[src/rtl/alp_pkg.sv]
// Alarm LED pattern controller: shared types and constants.
// Used by alp_cfg, alp_core and alarm_led_pattern_controller; no dependencies.
package alp_pkg;

  localparam int MsW   = 32;  // millisecond time base width
  localparam int CfgW  = 16;  // timing register width
  localparam int RegIdxW = 3; // configuration register index width

  // Status and mode codes
  localparam logic [2:0] MODE_IDLE  = 3'd0;
  localparam logic [2:0] MODE_ALARM = 3'd1;
  localparam logic [2:0] MODE_CONN  = 3'd2;
  localparam logic [2:0] MODE_LOSS1 = 3'd3;
  localparam logic [2:0] MODE_LOSS2 = 3'd4;
  localparam logic [2:0] MODE_LOSS3 = 3'd5;

  // Status sources
  localparam logic [1:0] SRC_ALARM = 2'd0;
  localparam logic [1:0] SRC_CONN  = 2'd1;
  localparam logic [1:0] SRC_LOSS  = 2'd2;

  // Actions
  localparam logic ACT_TICK = 1'b0;
  localparam logic ACT_SET  = 1'b1;

  // Pulse sequencer steps
  localparam logic [1:0] STEP_START = 2'd0;
  localparam logic [1:0] STEP_ON    = 2'd1;
  localparam logic [1:0] STEP_GAP   = 2'd2;
  localparam logic [1:0] STEP_PAUSE = 2'd3;

  // Configuration register indexes
  localparam logic [RegIdxW-1:0] REG_ALARM_ON  = 3'd0;
  localparam logic [RegIdxW-1:0] REG_ALARM_OFF = 3'd1;
  localparam logic [RegIdxW-1:0] REG_CONN_ON   = 3'd2;
  localparam logic [RegIdxW-1:0] REG_CONN_OFF  = 3'd3;
  localparam logic [RegIdxW-1:0] REG_PULSE_ON  = 3'd4;
  localparam logic [RegIdxW-1:0] REG_PULSE_GAP = 3'd5;
  localparam logic [RegIdxW-1:0] REG_PAUSE     = 3'd6;

  // Reset values of the timing registers
  localparam logic [CfgW-1:0] RST_ALARM_ON  = 16'd200;
  localparam logic [CfgW-1:0] RST_ALARM_OFF = 16'd400;
  localparam logic [CfgW-1:0] RST_CONN_ON   = 16'd1000;
  localparam logic [CfgW-1:0] RST_CONN_OFF  = 16'd0;
  localparam logic [CfgW-1:0] RST_PULSE_ON  = 16'd10;
  localparam logic [CfgW-1:0] RST_PULSE_GAP = 16'd350;
  localparam logic [CfgW-1:0] RST_PAUSE     = 16'd1500;

  typedef struct packed {
    logic [CfgW-1:0] alarm_on_ms;
    logic [CfgW-1:0] alarm_off_ms;
    logic [CfgW-1:0] conn_on_ms;
    logic [CfgW-1:0] conn_off_ms;
    logic [CfgW-1:0] pulse_on_ms;
    logic [CfgW-1:0] pulse_gap_ms;
    logic [CfgW-1:0] pause_ms;
  } cfg_t;

endpackage

[src/rtl/alarm_led_pattern_controller.sv]
// Alarm LED pattern controller, top level: input register, update core, result register.
// Depends on alp_pkg, alp_cfg and alp_core.
//
// Each accepted item (a millisecond tick or a source status write) produces one
// result: the LED drive and the display mode after that item. Throughput is one
// item per clock while the output is not stalled; an item passes through the input
// register, then through the state update into the result register. The input
// register takes a new item while a result still waits at the output, as long as
// it is empty itself. Timing registers are written through the cfg port, which is
// always ready; indexes past six are dropped.
module alarm_led_pattern_controller import alp_pkg::*; (
  input  logic               clk,
  input  logic               rst,
  // Configuration writes
  input  logic               cfg_valid,
  output logic               cfg_ready,
  input  logic [RegIdxW-1:0] cfg_index,
  input  logic [CfgW-1:0]    cfg_data,
  // Input items
  input  logic               in_valid,
  output logic               in_ready,
  input  logic               action,
  input  logic [1:0]         source,
  input  logic [2:0]         status,
  // Result items
  output logic               out_valid,
  input  logic               out_ready,
  output logic               led_on,
  output logic [2:0]         mode
);

  cfg_t       cfg;
  logic       hold_valid;
  logic       hold_action;
  logic [1:0] hold_source;
  logic [2:0] hold_status;
  logic       step;
  logic       led_next;
  logic [2:0] mode_next;

  assign cfg_ready = 1'b1;

  alp_cfg u_cfg (
    .clk      (clk),
    .rst      (rst),
    .wr_en    (cfg_valid),
    .wr_index (cfg_index),
    .wr_data  (cfg_data),
    .cfg      (cfg)
  );

  // Item in the input register moves on when the result slot is free
  assign step     = hold_valid && (!out_valid || out_ready);
  assign in_ready = !hold_valid || step;

  // Input register
  always_ff @(posedge clk) begin
    if (rst) begin
      hold_valid <= 1'b0;
    end else if (in_ready) begin
      hold_valid <= in_valid;
    end
  end

  always_ff @(posedge clk) begin
    if (in_valid && in_ready) begin
      hold_action <= action;
      hold_source <= source;
      hold_status <= status;
    end
  end

  alp_core u_core (
    .clk       (clk),
    .rst       (rst),
    .step      (step),
    .action    (hold_action),
    .source    (hold_source),
    .status    (hold_status),
    .cfg       (cfg),
    .led_next  (led_next),
    .mode_next (mode_next)
  );

  // Result register
  always_ff @(posedge clk) begin
    if (rst) begin
      out_valid <= 1'b0;
    end else if (step) begin
      out_valid <= 1'b1;
    end else if (out_ready) begin
      out_valid <= 1'b0;
    end
  end

  always_ff @(posedge clk) begin
    if (step) begin
      led_on <= led_next;
      mode   <= mode_next;
    end
  end

endmodule

[src/rtl/alp_cfg.sv]
// Timing register file of the alarm LED pattern controller.
// Depends on alp_pkg.
module alp_cfg import alp_pkg::*; (
  input  logic               clk,
  input  logic               rst,
  input  logic               wr_en,
  input  logic [RegIdxW-1:0] wr_index,
  input  logic [CfgW-1:0]    wr_data,
  output cfg_t               cfg
);

  cfg_t regs;

  // Register writes; indexes past the last register are dropped
  always_ff @(posedge clk) begin
    if (rst) begin
      regs.alarm_on_ms  <= RST_ALARM_ON;
      regs.alarm_off_ms <= RST_ALARM_OFF;
      regs.conn_on_ms   <= RST_CONN_ON;
      regs.conn_off_ms  <= RST_CONN_OFF;
      regs.pulse_on_ms  <= RST_PULSE_ON;
      regs.pulse_gap_ms <= RST_PULSE_GAP;
      regs.pause_ms     <= RST_PAUSE;
    end else if (wr_en) begin
      unique case (wr_index)
        REG_ALARM_ON:  regs.alarm_on_ms  <= wr_data;
        REG_ALARM_OFF: regs.alarm_off_ms <= wr_data;
        REG_CONN_ON:   regs.conn_on_ms   <= wr_data;
        REG_CONN_OFF:  regs.conn_off_ms  <= wr_data;
        REG_PULSE_ON:  regs.pulse_on_ms  <= wr_data;
        REG_PULSE_GAP: regs.pulse_gap_ms <= wr_data;
        REG_PAUSE:     regs.pause_ms     <= wr_data;
        default: ;
      endcase
    end
  end

  assign cfg = regs;

endmodule

[src/rtl/alp_core.sv]
// Status, mode and LED pattern state with its single-pass update logic.
// Depends on alp_pkg.
module alp_core import alp_pkg::*; (
  input  logic       clk,
  input  logic       rst,
  input  logic       step,
  input  logic       action,
  input  logic [1:0] source,
  input  logic [2:0] status,
  input  cfg_t       cfg,
  output logic       led_next,
  output logic [2:0] mode_next
);

  logic [MsW-1:0] now_ms, switch_mark, pulse_mark;
  logic           led_lit;
  logic [2:0]     current_mode;
  logic [2:0]     src_alarm, src_conn, src_loss;
  logic [1:0]     pulse_step, pulse_count;

  logic [MsW-1:0] now_ms_next, switch_mark_next, pulse_mark_next;
  logic [2:0]     src_alarm_next, src_conn_next, src_loss_next;
  logic [1:0]     pulse_step_next, pulse_count_next;

  logic [MsW-1:0] tick_ms, blink_held, pulse_held;
  logic [CfgW-1:0] on_time, off_time;
  logic [1:0]     pulses, count_inc;

  assign tick_ms    = now_ms + 1'b1;
  assign blink_held = tick_ms - switch_mark;
  assign pulse_held = tick_ms - pulse_mark;
  assign count_inc  = pulse_count + 1'b1;
  // Loss modes one to three pulses map onto counts one to three
  assign pulses     = 2'(current_mode - MODE_CONN);
  assign on_time    = (current_mode == MODE_ALARM) ? cfg.alarm_on_ms  : cfg.conn_on_ms;
  assign off_time   = (current_mode == MODE_ALARM) ? cfg.alarm_off_ms : cfg.conn_off_ms;

  // Next state for one item
  always_comb begin
    now_ms_next      = now_ms;
    switch_mark_next = switch_mark;
    pulse_mark_next  = pulse_mark;
    led_next         = led_lit;
    mode_next        = current_mode;
    src_alarm_next   = src_alarm;
    src_conn_next    = src_conn;
    src_loss_next    = src_loss;
    pulse_step_next  = pulse_step;
    pulse_count_next = pulse_count;

    if (action == ACT_SET) begin
      case (source)
        SRC_ALARM: src_alarm_next = status;
        SRC_CONN:  src_conn_next  = status;
        SRC_LOSS:  src_loss_next  = status;
        default: ;
      endcase
      // Connection wins over alarm, alarm over link loss
      if (src_conn_next != MODE_IDLE) begin
        mode_next = MODE_CONN;
      end else if (src_alarm_next != MODE_IDLE) begin
        mode_next = MODE_ALARM;
      end else if (src_loss_next != MODE_IDLE) begin
        mode_next = src_loss_next;
      end else begin
        led_next         = 1'b0;
        switch_mark_next = now_ms;
        mode_next        = MODE_IDLE;
      end
    end else begin
      now_ms_next = tick_ms;
      case (current_mode)
        MODE_IDLE: begin
          led_next         = 1'b0;
          switch_mark_next = tick_ms;
        end
        MODE_ALARM, MODE_CONN: begin
          if (led_lit) begin
            if (blink_held >= MsW'(on_time)) begin
              led_next         = 1'b0;
              switch_mark_next = tick_ms;
            end
          end else if (blink_held >= MsW'(off_time)) begin
            led_next         = 1'b1;
            switch_mark_next = tick_ms;
          end
        end
        MODE_LOSS1, MODE_LOSS2, MODE_LOSS3: begin
          case (pulse_step)
            STEP_START: begin
              pulse_mark_next  = tick_ms;
              led_next         = 1'b1;
              switch_mark_next = tick_ms;
              pulse_step_next  = STEP_ON;
            end
            STEP_ON: begin
              if (pulse_held > MsW'(cfg.pulse_on_ms)) begin
                pulse_mark_next  = tick_ms;
                pulse_step_next  = STEP_GAP;
                led_next         = 1'b0;
                switch_mark_next = tick_ms;
              end
            end
            STEP_GAP: begin
              if (pulse_held > MsW'(cfg.pulse_gap_ms)) begin
                pulse_mark_next  = tick_ms;
                pulse_count_next = count_inc;
                pulse_step_next  = (count_inc >= pulses) ? STEP_PAUSE : STEP_START;
              end
            end
            default: begin
              if (pulse_held > MsW'(cfg.pause_ms)) begin
                pulse_count_next = 2'd0;
                pulse_step_next  = STEP_START;
              end
            end
          endcase
        end
        default: ;  // unknown mode: only time advances
      endcase
    end
  end

  // State registers
  always_ff @(posedge clk) begin
    if (rst) begin
      now_ms       <= '0;
      switch_mark  <= '0;
      pulse_mark   <= '0;
      led_lit      <= 1'b0;
      current_mode <= MODE_IDLE;
      src_alarm    <= MODE_IDLE;
      src_conn     <= MODE_IDLE;
      src_loss     <= MODE_IDLE;
      pulse_step   <= STEP_START;
      pulse_count  <= 2'd0;
    end else if (step) begin
      now_ms       <= now_ms_next;
      switch_mark  <= switch_mark_next;
      pulse_mark   <= pulse_mark_next;
      led_lit      <= led_next;
      current_mode <= mode_next;
      src_alarm    <= src_alarm_next;
      src_conn     <= src_conn_next;
      src_loss     <= src_loss_next;
      pulse_step   <= pulse_step_next;
      pulse_count  <= pulse_count_next;
    end
  end

endmodule

[config.mk]
export PLATFORM = sky130hd
export DESIGN_NAME = alarm_led_pattern_controller
export DESIGN_NICKNAME = d
export VERILOG_FILES = /design/src/rtl/alp_pkg.sv /design/src/rtl/alarm_led_pattern_controller.sv /design/src/rtl/alp_cfg.sv /design/src/rtl/alp_core.sv
export SDC_FILE = /design/constraint.sdc
export NUM_CORES = 1
export LEC_CHECK = 0
export BUFFER_PORTS_ARGS = -buffer_cell sky130_fd_sc_hd__buf_2
export CORE_ASPECT_RATIO = 0.5
export CORE_MARGIN = 2
export CORE_UTILIZATION = 60
export CTS_CLUSTER_DIAMETER = 200
export DETAILED_ROUTE_END_ITERATION = 6
export PLACE_DENSITY = 0.77
export SLEW_MARGIN = 20
export SYNTH_ARGS = -nofsm -noshare
export SYNTH_HDL_FRONTEND = slang
export SYNTH_SLANG_ARGS = --single-unit
[constraint.sdc]
create_clock -name clk -period 6.8 [get_ports clk]
set_clock_uncertainty 0.05 [all_clocks]
set_input_delay 0.68 -clock clk [delete_from_list [all_inputs] [get_ports clk]]
set_output_delay 0.68 -clock clk [all_outputs]
set_load 0.005 [all_outputs]
==> results.md <==
- The run finished with clean final reports.
- The net count of the finished layout is 2,284.
- The cell sitting at the root of the clock tree is a sky130_fd_sc_hd__clkbuf_16.
- The actual transition at the worst max-transition pin is 1.07 ns.
- The final period demand of the worst path is 6.48 ns.
- The number of diodes added for antenna fixing is 0.
- The placed instances occupy a cell area of 17,000 µm².
- The length of routed wiring on met1 is 21.4 mm.
- By area the synthesized netlist is led by sky130_fd_sc_hd__dfxtp_1 (27%), sky130_fd_sc_hd__ha_1 (11%), sky130_fd_sc_hd__a21oi_1 (7.2%).
- The post-synthesis net count is 2,327.
- The width of the die is 239 µm.
- The core region is 27,500 µm².
- The slowest cell on the critical path is sky130_fd_sc_hd__dfxtp_2.
- The insertion delay to the later sink of the worst-skew pair is 0.56 ns.
- For this run, the total global-route usage over all layers was measured as 0.316.
- The number of global-route vias before repair was 14,100.
- After synthesis, the mean cell area works out to 7.74 µm².
- The share of cells above drive strength 1 is 0.0928.
- The proportion of synthesized chip area in sequential cells is 0.291.
- After synthesis the cells add up to 16,600 µm².
- The tree built by TritonCTS fans out to 237 sinks.
- The total power density per cell area is 198 nW/µm².
- The maximum frequency from static timing analysis is 0.154 GHz.
- In this run the tightest slew margin relative to its limit is 0.289.
- The largest voltage drop on the vdd net is 0.200 mV.
- The most common cell in the synthesized netlist is sky130_fd_sc_hd__nand2_1.
- The clock buffer count from CTS is 23.
- The reported max-cap violation count is 0.
- In the final routed layout, each cell accounts on average for 18.6 µm.
- The total of flip-flops plus latches after synthesis is 237.
- The number of buffers and inverters on the critical path is 0.
- Once detail routing completed, the nets flagged for antenna violations numbered 0.
- The die boundary height is 122 µm.
- The fraction of synthesized cell area taken by the top area cell type is 0.273.
- In the routed design, unresolved DRC markers number 0.
- The final period utilization is 0.953.
- The min-delay analysis places its worst path in the category in -> reg.
- In the routed layout, each cell is associated on average with a via count of 6.11.
- TritonCTS built the clock tree.
- The wire length on met2 is 20.4 mm.
- The floorplan step defined a die boundary enclosing 29,100 µm².
- 37 I/O pins were placed.
- The number of flops mapped to enable cells by yosys is 10.
- The routed design has 46.5 mm of wire.
- The global-route wire length before repair is 73.7 mm.
- In this run, distinct cell masters in the synthesized netlist total 81.
- STA puts the critical path data arrival time at 6.82 ns.
- The detailed router's first-iteration violation count is 1,442.
- The critical path goes through ha_1 > and3_1 > and2_1 > nand4_1 > xnor2_1 > ha_1 > nand4_1 > or3_1 > a21oi_1 > nor2_1 > xnor2_2 > ha_1 > a21o_1 > a21o_1 > a21oi_1 > o21ai_0 > a2111oi_1 > a211oi_1 > or3_4 > o21a_4 > a21oi_1 > a211oi_1.
- The required arrival time at the worst endpoint is 7.14 ns.
- The most common flop cell mapped by yosys is sky130_fd_sc_hd__dfxtp_1.
- The worst setup path is launched from a register.
- The placer congestion estimate is 1.01.
- Setup violations remaining at the end of the flow were counted as 0.
- Post-CTS timing repair inserted 0 buffers for setup.
- The CTS clock-pin slew for the worst setup and hold paths is 0.07 ns.
- The total iterations of the first detailed-routing run is 6.
- The number of buffers on the longest clock path is 3.
- The warning count from the yosys run is 0.
- The half-perimeter wire length of the detailed placement result is 34.0 mm.
- The number of hold buffers added after cts is 0.
- The number of resized instances in the post-cts repair step is 0.
- After technology mapping, the gate count stands at 2,150.
- Before CTS, the worst setup slack after placement is 0.230 ns.
- The share of async-settable or async-resettable flops after synthesis is 0.
- Detailed routing inserted a total of 15,300 vias.
- Row generation in the floorplan step produced 43 rows.
- The delay contributed by the slowest stage of the critical path is 0.44 ns.
- The worst setup path is of the reg -> reg kind.
- The top cell family by delay on the critical path is compound AO/OA/AOI/OAI gates.
- In this run the static leakage power is 0.00716 µW.
- Entering global routing, the biggest net connects 140 pins.
- The count of final max-slew check failures came to 0.
- Compared with the post-synthesis result, the final layout area differs by 7.17%.
- The final setup slack of the worst path is 0.319 ns.
- After detailed routing, the met3 layer carries 3.38 mm of wire.
- The H-tree level count is 1.
- The final design instance area without fill is 17,800 µm².
- Counting instances in the post-synthesis netlist gives the leading cell types as sky130_fd_sc_hd__nand2_1 (313), sky130_fd_sc_hd__a21oi_1 (239), sky130_fd_sc_hd__dfxtp_1 (227), sky130_fd_sc_hd__ha_1 (145), sky130_fd_sc_hd__inv_1 (139).
- The worst setup path is captured at a register.
- The count of buffers inserted at the top-level ports is 35.
- The number of failing hold endpoints at the final stage came to 0.
- The final cell utilization of the core is 0.648.
- The top fanout value on the critical path is 32.
- The total overflow left after global routing is 0.
- Of all cell types, the one taking the most synthesized area is sky130_fd_sc_hd__dfxtp_1.
- The initial cell density of the core is 0.605.
- The highest layer touched by signal routing is met4.
- The number of antenna violations at the first check in global routing was 0.
metrics by stage:
step	std cells	setup TNS (ns)	hold slack [ns]	power [µW]
after global routing	2504	-0.147	0.241	3670
after floorplan	2150	0	0.383	1960
after CTS	2502	0	0.228	3510
final	2504	0	0.253	3520
after global placement	2462	0	0.390	2140
after detailed placement	2462	0	0.396	2150
per-layer routing:
| metal | vias to the layer above | global-route usage |
|---|---|---|
| met5 | - | 0 |
| met4 | 0 | 0.104 |
| met3 | 88 | 0.0578 |
| met2 | 512 | 0.493 |
| met1 | 7228 | 0.443 |
| li1 | 7465 | - |
path summary, 6_finish.rpt:
path	start	to	slack [ns]	depth (start not counted)
min reg2reg	u_cfg.cfg[105]	u_cfg.cfg[105]	0.40	2
max reg2reg	u_core.now_ms[0]	u_core.switch_mark[7]	0.32	22
min	status[0]	hold_status[0]	0.25	1
max	u_core.now_ms[0]	u_core.switch_mark[7]	0.32	22
cell families (layout without fill, tap and decap cells):
family,after synthesis,count (layout),share of synthesized area
AND/OR/NAND/NOR,762,762,0.216
AO/OA/AOI/OAI,570,570,0.225
buffers and inverters,270,242,0.0651
flip-flops,237,237,0.291
adder cells (fa/ha/maj),147,147,0.111
XOR/XNOR,114,114,0.0609
multiplexers,49,49,0.0299
other,1,1,0.000225
cells in the final DEF (no fill, tap or decap), types with 11 or more instances in the layout:
cell type / n
sky130_fd_sc_hd__clkbuf_16: 23
sky130_fd_sc_hd__and2_1: 12
sky130_fd_sc_hd__nor2_1: 123
sky130_fd_sc_hd__nor3_1: 87
sky130_fd_sc_hd__a21oi_2: 30
sky130_fd_sc_hd__nand3b_1: 26
sky130_fd_sc_hd__a211oi_1: 16
sky130_fd_sc_hd__nand4_1: 40
sky130_fd_sc_hd__nor2b_1: 27
sky130_fd_sc_hd__o21ai_0: 90
sky130_fd_sc_hd__or3_1: 31
sky130_fd_sc_hd__o211ai_1: 13
sky130_fd_sc_hd__a21o_1: 31
sky130_fd_sc_hd__xor2_1: 38
sky130_fd_sc_hd__buf_4: 24
sky130_fd_sc_hd__inv_1: 139
sky130_fd_sc_hd__nor4_1: 11
sky130_fd_sc_hd__dfxtp_1: 226
sky130_fd_sc_hd__buf_2: 34
sky130_fd_sc_hd__ha_1: 145
sky130_fd_sc_hd__nand2_1: 312
sky130_fd_sc_hd__xnor2_1: 73
sky130_fd_sc_hd__o21a_1: 23
sky130_fd_sc_hd__mux2i_1: 43
sky130_fd_sc_hd__a211oi_2: 30
sky130_fd_sc_hd__a21oi_1: 238
sky130_fd_sc_hd__nand3_1: 34
sky130_fd_sc_hd__nand2b_1: 17
sky130_fd_sc_hd__and3_1: 13
power by group:
group	total (µW)	internal (µW)	switching, µW
combinational	690	258	432
clock	1370	787	585
sequential	1460	1430	26.9
total	3520	2480	1040
registers in the layout, summed over array words and instances (netlist names), 2 cells and up:
register	cells
u_cfg.cfg	112
u_core.src_alarm	3
mode	3
hold_status	3
hold_source	2
u_core.switch_mark	32
u_core.src_loss	3
u_core.pulse_count	2
u_core.current_mode	3
u_core.pulse_mark	32
u_core.src_conn	3
u_core.pulse_step	2
u_core.now_ms	32
layout make-up:
| class | instances | area, µm² |
|---|---|---|
| inverters | 139 | 522 |
| fillers | 2373 | 9670 |
| well taps | 382 | 478 |
| flip-flops and latches | 237 | 4850 |
| clock buffers | 33 | 653 |
| multi-input cells | 1643 | 10800 |
| repair buffers | 63 | 440 |
| clock inverters | 7 | 131 |
Note: power is estimated with default switching activity, not from simulation.
